**src/ycc_pkg.sv**
```systemverilog
// Shared types, constants and helpers for the RGB to YCbCr 4:2:0 block.
// No dependencies; every other source file imports this package.
package ycc_pkg;

  // Frame geometry
  localparam int MaxWidth  = 4096;
  localparam int MaxHeight = 4096;
  localparam int LineDepth = MaxWidth / 2;
  localparam int LineAw    = $clog2(LineDepth);
  localparam int CntW      = $clog2(MaxWidth);
  localparam int SizeW     = 13;
  localparam int CfgIdxW   = 1;

  // Fixed point: coefficients are round(c * 2^ScaleBits)
  localparam int ScaleBits = 10;
  localparam int PixW      = 8;
  localparam int PairW     = 9;
  localparam int BlkW      = 10;
  localparam int LumaAccW  = 19;
  localparam int ChrAccW   = 22;

  localparam logic [9:0] K_Y_R   = 10'd306;
  localparam logic [9:0] K_Y_G   = 10'd601;
  localparam logic [9:0] K_Y_B   = 10'd117;
  localparam logic [9:0] K_CB_R  = 10'd173;
  localparam logic [9:0] K_CB_G  = 10'd339;
  localparam logic [9:0] K_HALF  = 10'd512;
  localparam logic [9:0] K_CR_G  = 10'd429;
  localparam logic [9:0] K_CR_B  = 10'd83;

  localparam int LumaRound    = 1 << (ScaleBits - 1);
  localparam int ChromaBias   = (1 << (ScaleBits + 1)) - 1;
  localparam int ChromaShift  = ScaleBits + 2;
  localparam int ChromaOffset = 128;

  typedef enum logic [CfgIdxW-1:0] {
    CFG_WIDTH  = 1'b0,
    CFG_HEIGHT = 1'b1
  } cfg_reg_t;

  // R, G, B sums of a horizontal pixel pair
  typedef struct packed {
    logic [PairW-1:0] b;
    logic [PairW-1:0] g;
    logic [PairW-1:0] r;
  } rgb_sum_t;

  // Per-pixel control that rides along with the pixel
  typedef struct packed {
    logic     chroma;
    logic     frame_done;
    rgb_sum_t pair;
  } pix_tag_t;

  // Line store access for one accepted pixel
  typedef struct packed {
    logic              wr_en;
    logic              rd_en;
    logic [LineAw-1:0] addr;
    rgb_sum_t          wdata;
  } mem_req_t;

  // Drop bit 0, then hold the size within 2..hi
  function automatic logic [SizeW-1:0] clamp_size(input logic [SizeW-1:0] v,
                                                  input logic [SizeW-1:0] hi);
    logic [SizeW-1:0] e;
    e = {v[SizeW-1:1], 1'b0};
    if (e < SizeW'(2)) e = SizeW'(2);
    if (e > hi) e = hi;
    return e;
  endfunction

  function automatic logic [PixW-1:0] sat_u8(input logic signed [ChrAccW-1:0] v);
    logic [PixW-1:0] q;
    if (v < 0) q = '0;
    else if (v > ChrAccW'(255)) q = 8'd255;
    else q = v[PixW-1:0];
    return q;
  endfunction

endpackage

```
**src/ycc_raster.sv**
```systemverilog
// Frame size registers, raster position counters and horizontal pair sums.
// Depends on ycc_pkg; drives the line store request and the pixel tag.
module ycc_raster (
  input  logic                         clk,
  input  logic                         rst_n,
  input  logic                         cfg_wr_en,
  input  logic [ycc_pkg::CfgIdxW-1:0]  cfg_index,
  input  logic [ycc_pkg::SizeW-1:0]    cfg_wdata,
  input  logic                         accept,
  input  logic [ycc_pkg::PixW-1:0]     in_red,
  input  logic [ycc_pkg::PixW-1:0]     in_green,
  input  logic [ycc_pkg::PixW-1:0]     in_blue,
  output ycc_pkg::pix_tag_t            tag,
  output ycc_pkg::mem_req_t            mem_req
);
  import ycc_pkg::*;

  logic [SizeW-1:0] width_r, width_nxt;
  logic [SizeW-1:0] height_r, height_nxt;
  logic [CntW-1:0]  col_r, col_nxt;
  logic [CntW-1:0]  row_r, row_nxt;
  rgb_sum_t         pair_r, pair_nxt;

  logic [SizeW-1:0] w_lim, h_lim;
  logic [SizeW-1:0] col_inc, row_inc;
  logic             last_col, last_row;
  logic             odd_col, odd_row;
  rgb_sum_t         sum_now;

  always_comb begin
    width_nxt  = width_r;
    height_nxt = height_r;
    if (cfg_wr_en) begin
      unique case (cfg_reg_t'(cfg_index))
        CFG_WIDTH:  width_nxt  = cfg_wdata;
        CFG_HEIGHT: height_nxt = cfg_wdata;
      endcase
    end
  end

  assign w_lim    = clamp_size(width_r, SizeW'(MaxWidth));
  assign h_lim    = clamp_size(height_r, SizeW'(MaxHeight));
  assign col_inc  = {1'b0, col_r} + SizeW'(1);
  assign row_inc  = {1'b0, row_r} + SizeW'(1);
  assign last_col = col_inc >= w_lim;
  assign last_row = row_inc >= h_lim;
  assign odd_col  = col_r[0];
  assign odd_row  = row_r[0];

  assign sum_now.r = pair_r.r + PairW'(in_red);
  assign sum_now.g = pair_r.g + PairW'(in_green);
  assign sum_now.b = pair_r.b + PairW'(in_blue);

  always_comb begin
    col_nxt  = col_r;
    row_nxt  = row_r;
    pair_nxt = pair_r;
    if (accept) begin
      if (!odd_col) begin
        pair_nxt.r = PairW'(in_red);
        pair_nxt.g = PairW'(in_green);
        pair_nxt.b = PairW'(in_blue);
      end
      if (last_col) begin
        col_nxt = '0;
        row_nxt = last_row ? '0 : row_inc[CntW-1:0];
      end else begin
        col_nxt = col_inc[CntW-1:0];
      end
    end
  end

  always_ff @(posedge clk) begin
    if (!rst_n) begin
      width_r  <= SizeW'(1920);
      height_r <= SizeW'(1080);
      col_r    <= '0;
      row_r    <= '0;
      pair_r   <= '0;
    end else begin
      width_r  <= width_nxt;
      height_r <= height_nxt;
      col_r    <= col_nxt;
      row_r    <= row_nxt;
      pair_r   <= pair_nxt;
    end
  end

  // Even rows park the pair sum, odd rows fetch it back from the same slot
  assign mem_req.wr_en = accept && odd_col && !odd_row;
  assign mem_req.rd_en = accept;
  assign mem_req.addr  = col_r[CntW-1:1];
  assign mem_req.wdata = sum_now;

  assign tag.chroma     = odd_col && odd_row;
  assign tag.frame_done = last_col && last_row;
  assign tag.pair       = sum_now;

endmodule

```
**config.mk**
```make
export PLATFORM = sky130hd
export DESIGN_NAME = ycc_raster
export DESIGN_NICKNAME = d
export VERILOG_FILES = /design/src/ycc_pkg.sv /design/src/ycc_raster.sv
export SDC_FILE = /design/constraint.sdc
export NUM_CORES = 1
export LEC_CHECK = 0
export BUFFER_PORTS_ARGS = -buffer_cell sky130_fd_sc_hd__buf_4
export CAP_MARGIN = 5
export CORE_MARGIN = 2
export CORE_UTILIZATION = 55
export DETAILED_ROUTE_END_ITERATION = 10
export PLACE_DENSITY = 0.93
export SLEW_MARGIN = 40
export SYNTH_ARGS = -nofsm -noshare
export SYNTH_HDL_FRONTEND = slang
export SYNTH_SLANG_ARGS = --single-unit
export TNS_END_PERCENT = 5
```
**constraint.sdc**
```tcl
create_clock -name clk -period 6.1 [get_ports clk]
set_clock_uncertainty 0.2 [all_clocks]
set_input_delay 1.525 -clock clk [delete_from_list [all_inputs] [get_ports clk]]
set_output_delay 1.525 -clock clk [all_outputs]
set_load 0.02 [all_outputs]
```
==> qor.tcl <==
set qor(outcome) {completed}
set qor(n_antenna_cell) 0
set qor(yosys_warnings) 0
set qor(cpMaxStageDelayCell) {dfxtp_1}
set qor(clock_pin_transition_on_the_worst_setup_and_hold_timing_paths_ps) 70
set qor(asyncSetResetFlopFracSynth_pct) 0
set qor(setup_viol_count_final) 0
set qor(final-hold-violation-count) 0
set qor(cts-resized-gates) 0
set qor(crit_buf_inv) 1
set qor(route.detailed.drc) 0
set qor(sequential_share_of_the_synthesized_area_pct) 28.6
set qor(htree_levels) 3
set qor(grtUsageTotal_pct) 22.5
set qor(worstPathRequired_ps) 4380
set qor(max_cap_violations) 0
set qor(critPathArrivalTime_ps) 3560
set qor(placement_rows) 34
set qor(timing.hold.ws_ps) 264
set qor(grt_max_degree) 41
set qor(cellLeakagePower_nw) 2.62
set qor(synth-main-ff-cell) {dfxtp_1}
set qor(grt_pass1_vias) 4279
set qor(type_of_the_worst_min_delay_path) {flip-flop to flip-flop}
set qor(syn-cell-area_um2) 5030
set qor(fmaxAchievable_mhz) 189
set qor(clock-root-buffer) {clkbuf_8}
set qor(powerDensity_nw_per_um2) 216
set qor(holdCritStartpoint) {pair_r[23]$_SDFFE_PN0P_}
set qor(worst-setup-path-type) {flip-flop to output pin}
set qor(grt_overflow_total) 0
set qor(dpl.hpwl_um) 8710
set qor(cp_max_fanout) 9
set qor(setup_repair_after_global_routing_missed_its_margin) {false}
set qor(final_max_slew_viol_count) 0
set qor(initialDrtViolationCount) 243
set qor(ir_worst_vdd_v) 0.000140
set qor(post_layout_worst_setup_margin_ps) 813
set qor(detail_route.first_pass.iterations) 4
set qor(yosys_register_bits) 72
set qor(dp_worst_setup_slack_ps) 1080
set qor(port-buffer-count) 109
set qor(critPathLaunchType) {flip-flop}
set qor(crit-reg2reg-launch) {col_r[0]$_SDFFE_PN0P_}
set qor(die_area_um2) 9930
set qor(setup_crit_start) {col_r[0]$_SDFFE_PN0P_}
set qor(layout_common_cells) {157 x nand2_1, 111 x buf_4, 72 x dfxtp_1}
set qor(floorplan.die.width_um) 99.6
set qor(fin_tns_setup_ps) 0
set qor(syn_nets) 725
set qor(clock_sink_count) 72
set qor(crit_path_cell_trace) {ha_1 -> nand3_1 -> nor2_1 -> nand4_1 -> xnor2_1 -> ha_1 -> nand2_1 -> o21ai_0 -> a21oi_1 -> nor3_4 -> nor2_4 -> nor2_1 -> buf_4}
set qor(cts_hold_repair.buffers) 0
set qor(drt-wirelength-per-cell_um) 14.2
set qor(yosysUniqueCellTypes) 61
set qor(route.detailed.vias_per_inst) 5.58
set qor(layout_commonest_cell) {nand2_1}
set qor(critPathTopFamily) {simple AND/OR/NAND/NOR gates}
set qor(antenna_violations_before_repair) 0
set qor(ant_nets) 0
set qor(detail_route.wirelength_um) 11300
set qor(design.core.area_um2) 8810
set qor(timing.final.crit_share_pct) 86.7
set qor(number_of_cells_produced_by_synthesis) 630
set qor(timing.final.crit_period_ps) 5290
set qor(cts_inserted_buffers) 9
set qor(clock_latency_ps) 340
set qor(synthesis.area_per_instance_um2) 7.99
set qor(syn2layout_area_growth_pct) 14.5
set qor(slew-limit-headroom_pct) 55.4
set qor(final_layout_size_suffix_gt1_share_pct) 21.9
set qor(die-height_um) 99.6
set qor(tightestPinTransition_ps) 667
set qor(io_pins) 111
set qor(clock_tree_from_tritoncts) {done}
set qor(final_net_count) 781
set qor(crit_path_end_kind) {output pin}
set qor(cts_setup_buffers) 0
set qor(grt_pass1_wl_um) 18500
set qor(start_util_pct) 57.1
set qor(cts_buffer_depth) 2
set qor(critical_path.max_stage_delay_ps) 460
set qor(route.vias.total) 4461
set qor(weighted_congestion_reported_at_the_end_of_routability_driven_placement) 0.916
set qor(synth_enable_flop_cells) 0
[per-layer routing]
layer	GRT usage [%]	share of wire (%)	vias to the layer above
met3	3.44	5.6	10
met2	43.1	52	139
met1	25.6	42	2087
li1	-	-	2225
met4	6.53	0.72	0
met5	0	0	-
[power by group]
part / total [W] / switching, W / internal (W)
logic: 0.000358 / 0.000208 / 0.000151
registers: 0.000504 / 0.0000143 / 0.000490
clock network: 0.000380 / 0.000169 / 0.000210
total: 0.00124 / 0.000391 / 0.000851
[flip-flops by register name, summed over array words and instances, names as in the netlist]
name,flops
row_r,12
col_r,12
width_r,12
pair_r,24
height_r,12
[logic make-up (layout without fill, tap and decap cells)]
logic type	after synthesis	after routing	share of synthesized area, %
AOI/OAI and AO/OA	123	123	16.4
and+or+nand+nor	256	256	23.8
xor gates and xnor gates	38	38	7.21
DFF	72	72	28.6
adders and majority gates	53	53	13.6
buffers and inverters	88	149	10.4
[cells in the mapped netlist (all sizes together), types with 3 or more instances]
cell | count | share of area, %
nand3 | 21 | 2.4
o21ai | 16 | 2.0
a32o | 7 | 1.4
nand4 | 5 | 0.75
nor2b | 5 | 0.62
a41o | 3 | 0.60
clkbuf | 22 | 2.0
a211o | 3 | 0.52
nor3 | 8 | 1.1
dfxtp | 72 | 29
nand2 | 159 | 12
a21o | 6 | 0.90
ha | 50 | 12
o41ai | 6 | 1.3
nor2 | 29 | 2.8
o22ai | 6 | 0.75
a21oi | 58 | 5.8
a211oi | 4 | 0.80
fa | 3 | 1.2
inv | 22 | 1.6
nand3b | 6 | 0.90
xnor2 | 27 | 5.0
nand2b | 6 | 0.75
nor4 | 4 | 0.50
o211ai | 3 | 0.45
buf | 44 | 6.7
xor2 | 11 | 2.2
and2 | 3 | 0.37
[through the flow]
stage / total power, W / cell area [um^2] / std cells / util (%)
6_report: 0.00124 / 5760 / 799 / 65.4
5_1_grt: 0.00130 / 5760 / 799 / 65.4
4_1_cts: 0.00125 / 5760 / 799 / 65.4
3_5_place_dp: 0.000873 / 5560 / 783 / 63.2
3_3_place_gp: 0.000862 / 5560 / 783 / 63.1
2_1_floorplan: 0.000770 / 5030 / 630 / -
[final timing paths]
path | endpoint | slack [ps] | cells past startpoint
worst max-delay path | tag[27] | 810 | 13
worst min-delay path | pair_r[23]$_SDFFE_PN0P_ | 260 | 2
worst max register to register | row_r[3]$_SDFFE_PN0P_ | 2560 | 12
worst min register to register | pair_r[23]$_SDFFE_PN0P_ | 260 | 2
[cell type report]
class,count,area [um^2]
Clock buffer,13,159
Inverter,22,82.6
Tap cell,108,135
Timing Repair Buffer,111,833
Sequential cell,72,1440
Fill cell,703,3050
Multi-Input combinational cell,470,3070
Clock inverter,3,40.0
[worst register-to-register path, stage by stage, from the launching register on]
cell      delay [ps]
dfxtp_1          460
ha_1             290
nand3_1          190
nor2_1           300
nand4_1          160
xnor2_1          190
ha_1             350
nand2_1           70
o21ai_0          310
a211oi_2         130
nor2_4           350
nand2_2          240
o41ai_2          230
(Power assumes the default switching activity.)
