<file path="config.mk">
export PLATFORM = sky130hd
export DESIGN_NAME = ycc_convert
export DESIGN_NICKNAME = d
export VERILOG_FILES = /design/src/ycc_pkg.sv /design/src/ycc_convert.sv
export SDC_FILE = /design/constraint.sdc
export NUM_CORES = 1
export LEC_CHECK = 0
export ABC_AREA = 1
export BUFFER_PORTS_ARGS = -buffer_cell sky130_fd_sc_hd__buf_2
export CORE_ASPECT_RATIO = 0.6
export CORE_MARGIN = 1
export CORE_UTILIZATION = 60
export CTS_CLUSTER_DIAMETER = 100
export DETAILED_ROUTE_END_ITERATION = 16
export PLACE_DENSITY_LB_ADDON = 0.25
export SETUP_SLACK_MARGIN = 0.02
export SKIP_LAST_GASP = 1
export SLEW_MARGIN = 20
export SYNTH_ARGS = -nofsm -noshare
export SYNTH_HDL_FRONTEND = slang
export SYNTH_SLANG_ARGS = --single-unit
</file>
<file path="constraint.sdc">
create_clock -name clk -period 8.6 [get_ports clk]
set_input_delay 0.86 -clock clk [delete_from_list [all_inputs] [get_ports clk]]
set_output_delay 0.86 -clock clk [all_outputs]
set_load 0.02 [all_outputs]
</file>
<file path="src/ycc_pkg.sv">
// Shared types, constants and helpers for the RGB to YCbCr 4:2:0 block.
// No dependencies; every other source file imports this package.
package ycc_pkg;

  // Frame geometry
  localparam int MaxWidth  = 4096;
  localparam int MaxHeight = 4096;
  localparam int LineDepth = MaxWidth / 2;
  localparam int LineAw    = $clog2(LineDepth);
  localparam int CntW      = $clog2(MaxWidth);
  localparam int SizeW     = 13;
  localparam int CfgIdxW   = 1;

  // Fixed point: coefficients are round(c * 2^ScaleBits)
  localparam int ScaleBits = 10;
  localparam int PixW      = 8;
  localparam int PairW     = 9;
  localparam int BlkW      = 10;
  localparam int LumaAccW  = 19;
  localparam int ChrAccW   = 22;

  localparam logic [9:0] K_Y_R   = 10'd306;
  localparam logic [9:0] K_Y_G   = 10'd601;
  localparam logic [9:0] K_Y_B   = 10'd117;
  localparam logic [9:0] K_CB_R  = 10'd173;
  localparam logic [9:0] K_CB_G  = 10'd339;
  localparam logic [9:0] K_HALF  = 10'd512;
  localparam logic [9:0] K_CR_G  = 10'd429;
  localparam logic [9:0] K_CR_B  = 10'd83;

  localparam int LumaRound    = 1 << (ScaleBits - 1);
  localparam int ChromaBias   = (1 << (ScaleBits + 1)) - 1;
  localparam int ChromaShift  = ScaleBits + 2;
  localparam int ChromaOffset = 128;

  typedef enum logic [CfgIdxW-1:0] {
    CFG_WIDTH  = 1'b0,
    CFG_HEIGHT = 1'b1
  } cfg_reg_t;

  // R, G, B sums of a horizontal pixel pair
  typedef struct packed {
    logic [PairW-1:0] b;
    logic [PairW-1:0] g;
    logic [PairW-1:0] r;
  } rgb_sum_t;

  // Per-pixel control that rides along with the pixel
  typedef struct packed {
    logic     chroma;
    logic     frame_done;
    rgb_sum_t pair;
  } pix_tag_t;

  // Line store access for one accepted pixel
  typedef struct packed {
    logic              wr_en;
    logic              rd_en;
    logic [LineAw-1:0] addr;
    rgb_sum_t          wdata;
  } mem_req_t;

  // Drop bit 0, then hold the size within 2..hi
  function automatic logic [SizeW-1:0] clamp_size(input logic [SizeW-1:0] v,
                                                  input logic [SizeW-1:0] hi);
    logic [SizeW-1:0] e;
    e = {v[SizeW-1:1], 1'b0};
    if (e < SizeW'(2)) e = SizeW'(2);
    if (e > hi) e = hi;
    return e;
  endfunction

  function automatic logic [PixW-1:0] sat_u8(input logic signed [ChrAccW-1:0] v);
    logic [PixW-1:0] q;
    if (v < 0) q = '0;
    else if (v > ChrAccW'(255)) q = 8'd255;
    else q = v[PixW-1:0];
    return q;
  endfunction

endpackage

</file>
<file path="src/ycc_convert.sv">
// Color math pipeline: pixel register, luma and block sums, then Cb/Cr output.
// Depends on ycc_pkg; the line store read data lines up with the first stage.
module ycc_convert (
  input  logic                      clk,
  input  logic                      rst_n,
  input  logic                      in_valid,
  input  logic [ycc_pkg::PixW-1:0]  in_red,
  input  logic [ycc_pkg::PixW-1:0]  in_green,
  input  logic [ycc_pkg::PixW-1:0]  in_blue,
  input  ycc_pkg::pix_tag_t         tag,
  input  ycc_pkg::rgb_sum_t         line_data,
  output logic                      take,
  input  logic                      out_stall,
  output logic                      out_valid,
  output logic [ycc_pkg::PixW-1:0]  out_luma,
  output logic                      out_chroma_valid,
  output logic [ycc_pkg::PixW-1:0]  out_blue_difference,
  output logic [ycc_pkg::PixW-1:0]  out_red_difference,
  output logic                      out_frame_done
);
  import ycc_pkg::*;

  // stage 1: raw pixel
  logic            v1_r;
  logic [PixW-1:0] red1_r, green1_r, blue1_r;
  pix_tag_t        tag1_r;
  // stage 2: luma and four-pixel sums
  logic            v2_r;
  logic [PixW-1:0] luma2_r, luma2_nxt;
  logic            chroma2_r, done2_r;
  logic [BlkW-1:0] rs2_r, gs2_r, bs2_r;
  logic [BlkW-1:0] rs2_nxt, gs2_nxt, bs2_nxt;
  // output stage
  logic            v3_r;
  logic [PixW-1:0] luma3_r;
  logic            chroma3_r, done3_r;
  logic [PixW-1:0] cb3_r, cr3_r, cb3_nxt, cr3_nxt;

  logic en1, en2, en3;
  logic [LumaAccW-1:0]       luma_acc;
  logic signed [ChrAccW-1:0] rs_s, gs_s, bs_s;
  logic signed [ChrAccW-1:0] cb_acc, cr_acc, cb_q, cr_q;

  assign en3  = !v3_r || !out_stall;
  assign en2  = !v2_r || en3;
  assign en1  = !v1_r || en2;
  assign take = en1;

  always_comb begin
    luma_acc = LumaAccW'(K_Y_R) * LumaAccW'(red1_r)
             + LumaAccW'(K_Y_G) * LumaAccW'(green1_r)
             + LumaAccW'(K_Y_B) * LumaAccW'(blue1_r)
             + LumaAccW'(LumaRound);
    if (|luma_acc[LumaAccW-1:ScaleBits+PixW]) luma2_nxt = 8'd255;
    else luma2_nxt = luma_acc[ScaleBits+PixW-1:ScaleBits];
    rs2_nxt = BlkW'(tag1_r.pair.r) + BlkW'(line_data.r);
    gs2_nxt = BlkW'(tag1_r.pair.g) + BlkW'(line_data.g);
    bs2_nxt = BlkW'(tag1_r.pair.b) + BlkW'(line_data.b);
  end

  always_comb begin
    rs_s   = signed'(ChrAccW'(rs2_r));
    gs_s   = signed'(ChrAccW'(gs2_r));
    bs_s   = signed'(ChrAccW'(bs2_r));
    cb_acc = signed'(ChrAccW'(K_HALF)) * bs_s - signed'(ChrAccW'(K_CB_R)) * rs_s
           - signed'(ChrAccW'(K_CB_G)) * gs_s + signed'(ChrAccW'(ChromaBias));
    cr_acc = signed'(ChrAccW'(K_HALF)) * rs_s - signed'(ChrAccW'(K_CR_G)) * gs_s
           - signed'(ChrAccW'(K_CR_B)) * bs_s + signed'(ChrAccW'(ChromaBias));
    // arithmetic shift floors toward minus infinity
    cb_q   = (cb_acc >>> ChromaShift) + signed'(ChrAccW'(ChromaOffset));
    cr_q   = (cr_acc >>> ChromaShift) + signed'(ChrAccW'(ChromaOffset));
    cb3_nxt = chroma2_r ? sat_u8(cb_q) : '0;
    cr3_nxt = chroma2_r ? sat_u8(cr_q) : '0;
  end

  always_ff @(posedge clk) begin
    if (!rst_n) begin
      v1_r <= 1'b0;
      v2_r <= 1'b0;
      v3_r <= 1'b0;
    end else begin
      if (en1) v1_r <= in_valid;
      if (en2) v2_r <= v1_r;
      if (en3) v3_r <= v2_r;
    end
  end

  always_ff @(posedge clk) begin
    if (en1 && in_valid) begin
      red1_r   <= in_red;
      green1_r <= in_green;
      blue1_r  <= in_blue;
      tag1_r   <= tag;
    end
    if (en2 && v1_r) begin
      luma2_r   <= luma2_nxt;
      chroma2_r <= tag1_r.chroma;
      done2_r   <= tag1_r.frame_done;
      rs2_r     <= rs2_nxt;
      gs2_r     <= gs2_nxt;
      bs2_r     <= bs2_nxt;
    end
    if (en3 && v2_r) begin
      luma3_r   <= luma2_r;
      chroma3_r <= chroma2_r;
      done3_r   <= done2_r;
      cb3_r     <= cb3_nxt;
      cr3_r     <= cr3_nxt;
    end
  end

  assign out_valid           = v3_r;
  assign out_luma            = luma3_r;
  assign out_chroma_valid    = chroma3_r;
  assign out_blue_difference = cb3_r;
  assign out_red_difference  = cr3_r;
  assign out_frame_done      = done3_r;

  // input backs up only when every stage holds a word
  a_stall_full: assert property (@(posedge clk) disable iff (!rst_n)
    !take |-> (v1_r && v2_r && v3_r))
    else $error("input stalled with a free stage");

  a_reset_empty: assert property (@(posedge clk)
    !rst_n |=> !out_valid)
    else $error("output valid right after reset");

  a_mid_hold: assert property (@(posedge clk) disable iff (!rst_n)
    (v2_r && !en2) |=> ($stable(luma2_r) && $stable(chroma2_r) && v2_r))
    else $error("middle stage changed while held");

  a_chroma_zero: assert property (@(posedge clk) disable iff (!rst_n)
    (out_valid && !out_chroma_valid) |->
      (out_blue_difference == '0 && out_red_difference == '0))
    else $error("chroma fields set without a completed block");

endmodule

</file>
==> results.cfg <==
[clock_network]
post_cts.repair.setup_buffers = 0
cts_made_buffers = 17
cts_tree = done
clkSinkCount = 122
clock_latency_ns = 0.46
ctsHoldBuffers = 0
ctsResizeCount = 0
cts.clk_slew.worst_paths_ns = 0.06
cts_root_buf = clkbuf_16
clockBufferDepth = 2
htreeDepth = 4

[critical_path]
cp-end-kind = flip-flop
cp_data_arrival_time_ns = 7.57
critPathBufInv = 4
worst-setup-path-type = reg2reg
cp_slowest_cell = fa_1
worstSetupStartpointType = flip-flop
path_delay_family = adder cells
cp_slowest_stage_delay_ns = 0.56
worstPathRequired_ns = 8.78
cp_max_fo = 8
path_common_cell = nand2_1

[place]
place_area_um2 = 19820
gp_congestion = 1.007
dp_hpwl_um = 40580
dp_slack_ns = 1.417
place.port_buffers = 111

[floorplan]
dieHeight_um = 138.8
design.core.area_um2 = 30290
rows = 49
die-width_um = 230.0
ios = 112
initial_utilization_pct = 61.81
die-area_um2 = 31930

[sta]
fin_ws_ns = 1.217
hold_violations = 0
timing.final.crit_share_pct = 85.85
finClkSkew_ns = 0.01528
setup-violations-final = 0
worst_slew_pin_slew_ns = 0.7977
finalMaxSlewViolations = 0
maxSlewHeadroom_pct = 46.69
rsz0062_at_grt = no
fin_crit_ns = 7.383
fmax_mhz = 135.5
final.setup.tns_ns = 0
timing.hold.ws_ns = 0.4225

[route]
dr.pass1.iters = 5
drc = 0
ant_nets = 0
wirelength_um = 47190
avgRoutedWirePerCell_um = 17.85
vias = 14278
dr.first_iter.drc_count = 1232
viasPerCell = 5.402

[final_layout]
n_antenna_cell = 0
fillers = 2435
regArea_um2 = 3633
final_layout_size_suffix_gt1_share_pct = 8.859
num-nets-final = 2901
multi_input_area_um2 = 12990
synthToLayoutAreaGrowth_pct = 8.943
fin_area_um2 = 20390

[synthesis]
avgSynthCellArea_um2 = 8.961
syn-cell-area_um2 = 18720
yosysSeqAreaShare_pct = 19.41
ys_ff_latch = 122
synth_warnings = 0
syn_nets = 2768
synth_cell_types = 46
syn-instance-count = 2089

[grt]
grt_max_degree = 41
grt_pass1_wl_um = 75340
grt_use_total_pct = 30.89
grt_pass1_vias = 14291
globalRouteOverflowTotal = 0
antenna_found_initial = 1

[worst_hold_path]
hold_class = reg2reg

[run_status]
status = finished clean

[run]
cap_violations = 0
flip-flops by register name, summed over array words and instances, names as in the netlist:
signal and count:
blue1_r 8, bs2_r 10, chroma2_r 1, done2_r 1, green1_r 8, gs2_r 10
luma2_r 8, out_blue_difference 8, out_chroma_valid 1, out_frame_done 1, out_luma 8, out_red_difference 8
out_valid 1, red1_r 8, rs2_r 10, tag1_r 29, v1_r 1, v2_r 1
final timing paths:
check,from,to,slack (ns),cells past startpoint
setup / recovery,rs2_r[1]$_DFFE_PP_,out_blue_difference[1]$_SDFFCE_PP0P_,1.22,34
hold / removal,tag1_r[27]$_DFFE_PP_,done2_r$_DFFE_PP_,0.42,0
setup reg to reg,rs2_r[1]$_DFFE_PP_,out_blue_difference[1]$_SDFFCE_PP0P_,1.22,34
hold reg to reg,tag1_r[27]$_DFFE_PP_,done2_r$_DFFE_PP_,0.42,0
kinds of logic (layout without fill, tap and decap cells):
logic type	Yosys count	in the layout	share of synthesized area (%)
compound gates	244	244	7.158
simple gates	473	473	11.35
xor+xnor	90	90	4.211
buf+inv	565	711	11.33
fa+ha+maj	595	595	46.54
flops	122	122	19.41
cells in the mapped netlist (all sizes together):
cell     number  area [um2]
a31oi         6       37.54
xnor2        25       219.0
nor3         13       81.33
nand3b        6       45.04
and2          4       26.28
o2111ai       3       26.28
o211ai        2       15.01
a21boi        2       15.01
o21bai       12       97.59
o21ai        52       260.3
a21oi       147       735.7
ha          426        5330
nand2       267        1072
inv         565        2121
nor3b         1       12.51
nand3        53       297.8
a21o          7       52.55
nor2        100       395.4
nand4        19       125.1
o31ai         2       15.01
nor4          3       25.02
a211oi        3       22.52
a22oi         1       7.510
o21a          3       22.52
o22ai         1       6.260
o221ai        3       26.28
xor2         65       569.3
fa          169        3383
or2           7       43.79
edfxtp      119        3573
dfxtp         3       60.06
cells in the final DEF (no fill, tap or decap), drive strengths merged, types with 2 or more instances in the layout:
cell type	netlist	final
inv	565	568
ha	426	426
nand2	267	267
fa	169	169
a21oi	147	147
edfxtp	119	119
buf	0	114
nor2	100	100
xor2	65	65
nand3	53	53
o21ai	52	52
xnor2	25	25
clkbuf	0	21
nand4	19	19
nor3	13	13
o21bai	12	12
a21o	7	7
or2	7	7
a31oi	6	6
nand3b	6	6
clkinvlp	0	5
and2	4	4
a211oi	3	3
o21a	3	3
o221ai	3	3
o2111ai	3	3
dfxtp	3	3
nor4	3	3
clkinv	0	3
o211ai	2	2
o31ai	2	2
a21boi	2	2
per-layer routing:
| metal | track usage (%) | routed length (um) | vias to the layer above |
|---|---|---|---|
| li1 | - | - | 6948 |
| met1 | 46.84 | 23140 | 6731 |
| met2 | 39.19 | 17140 | 549 |
| met3 | 14.23 | 6212 | 46 |
| met4 | 5.995 | 574 | 4 |
| met5 | 2.827 | 115 | - |
per-stage QoR:
stage / instances / util, %
2_1_floorplan: 2089 / -
3_3_place_gp: 2610 / 65.44
3_5_place_dp: 2610 / 65.44
4_1_cts: 2642 / 67.25
5_1_grt: 2643 / 67.34
6_report: 2643 / 67.34
layout make-up:
class	instances	area share [%]
Multi-Input combinational cell	1402	63.67
Sequential cell	122	17.82
Inverter	565	10.40
Timing Repair Buffer	114	2.933
Tap cell	408	2.503
Clock buffer	21	2.258
Clock inverter	11	0.4233
Power is not shown: default switching activity piles up to over one toggle a cycle in this logic, so the estimate is an artifact.
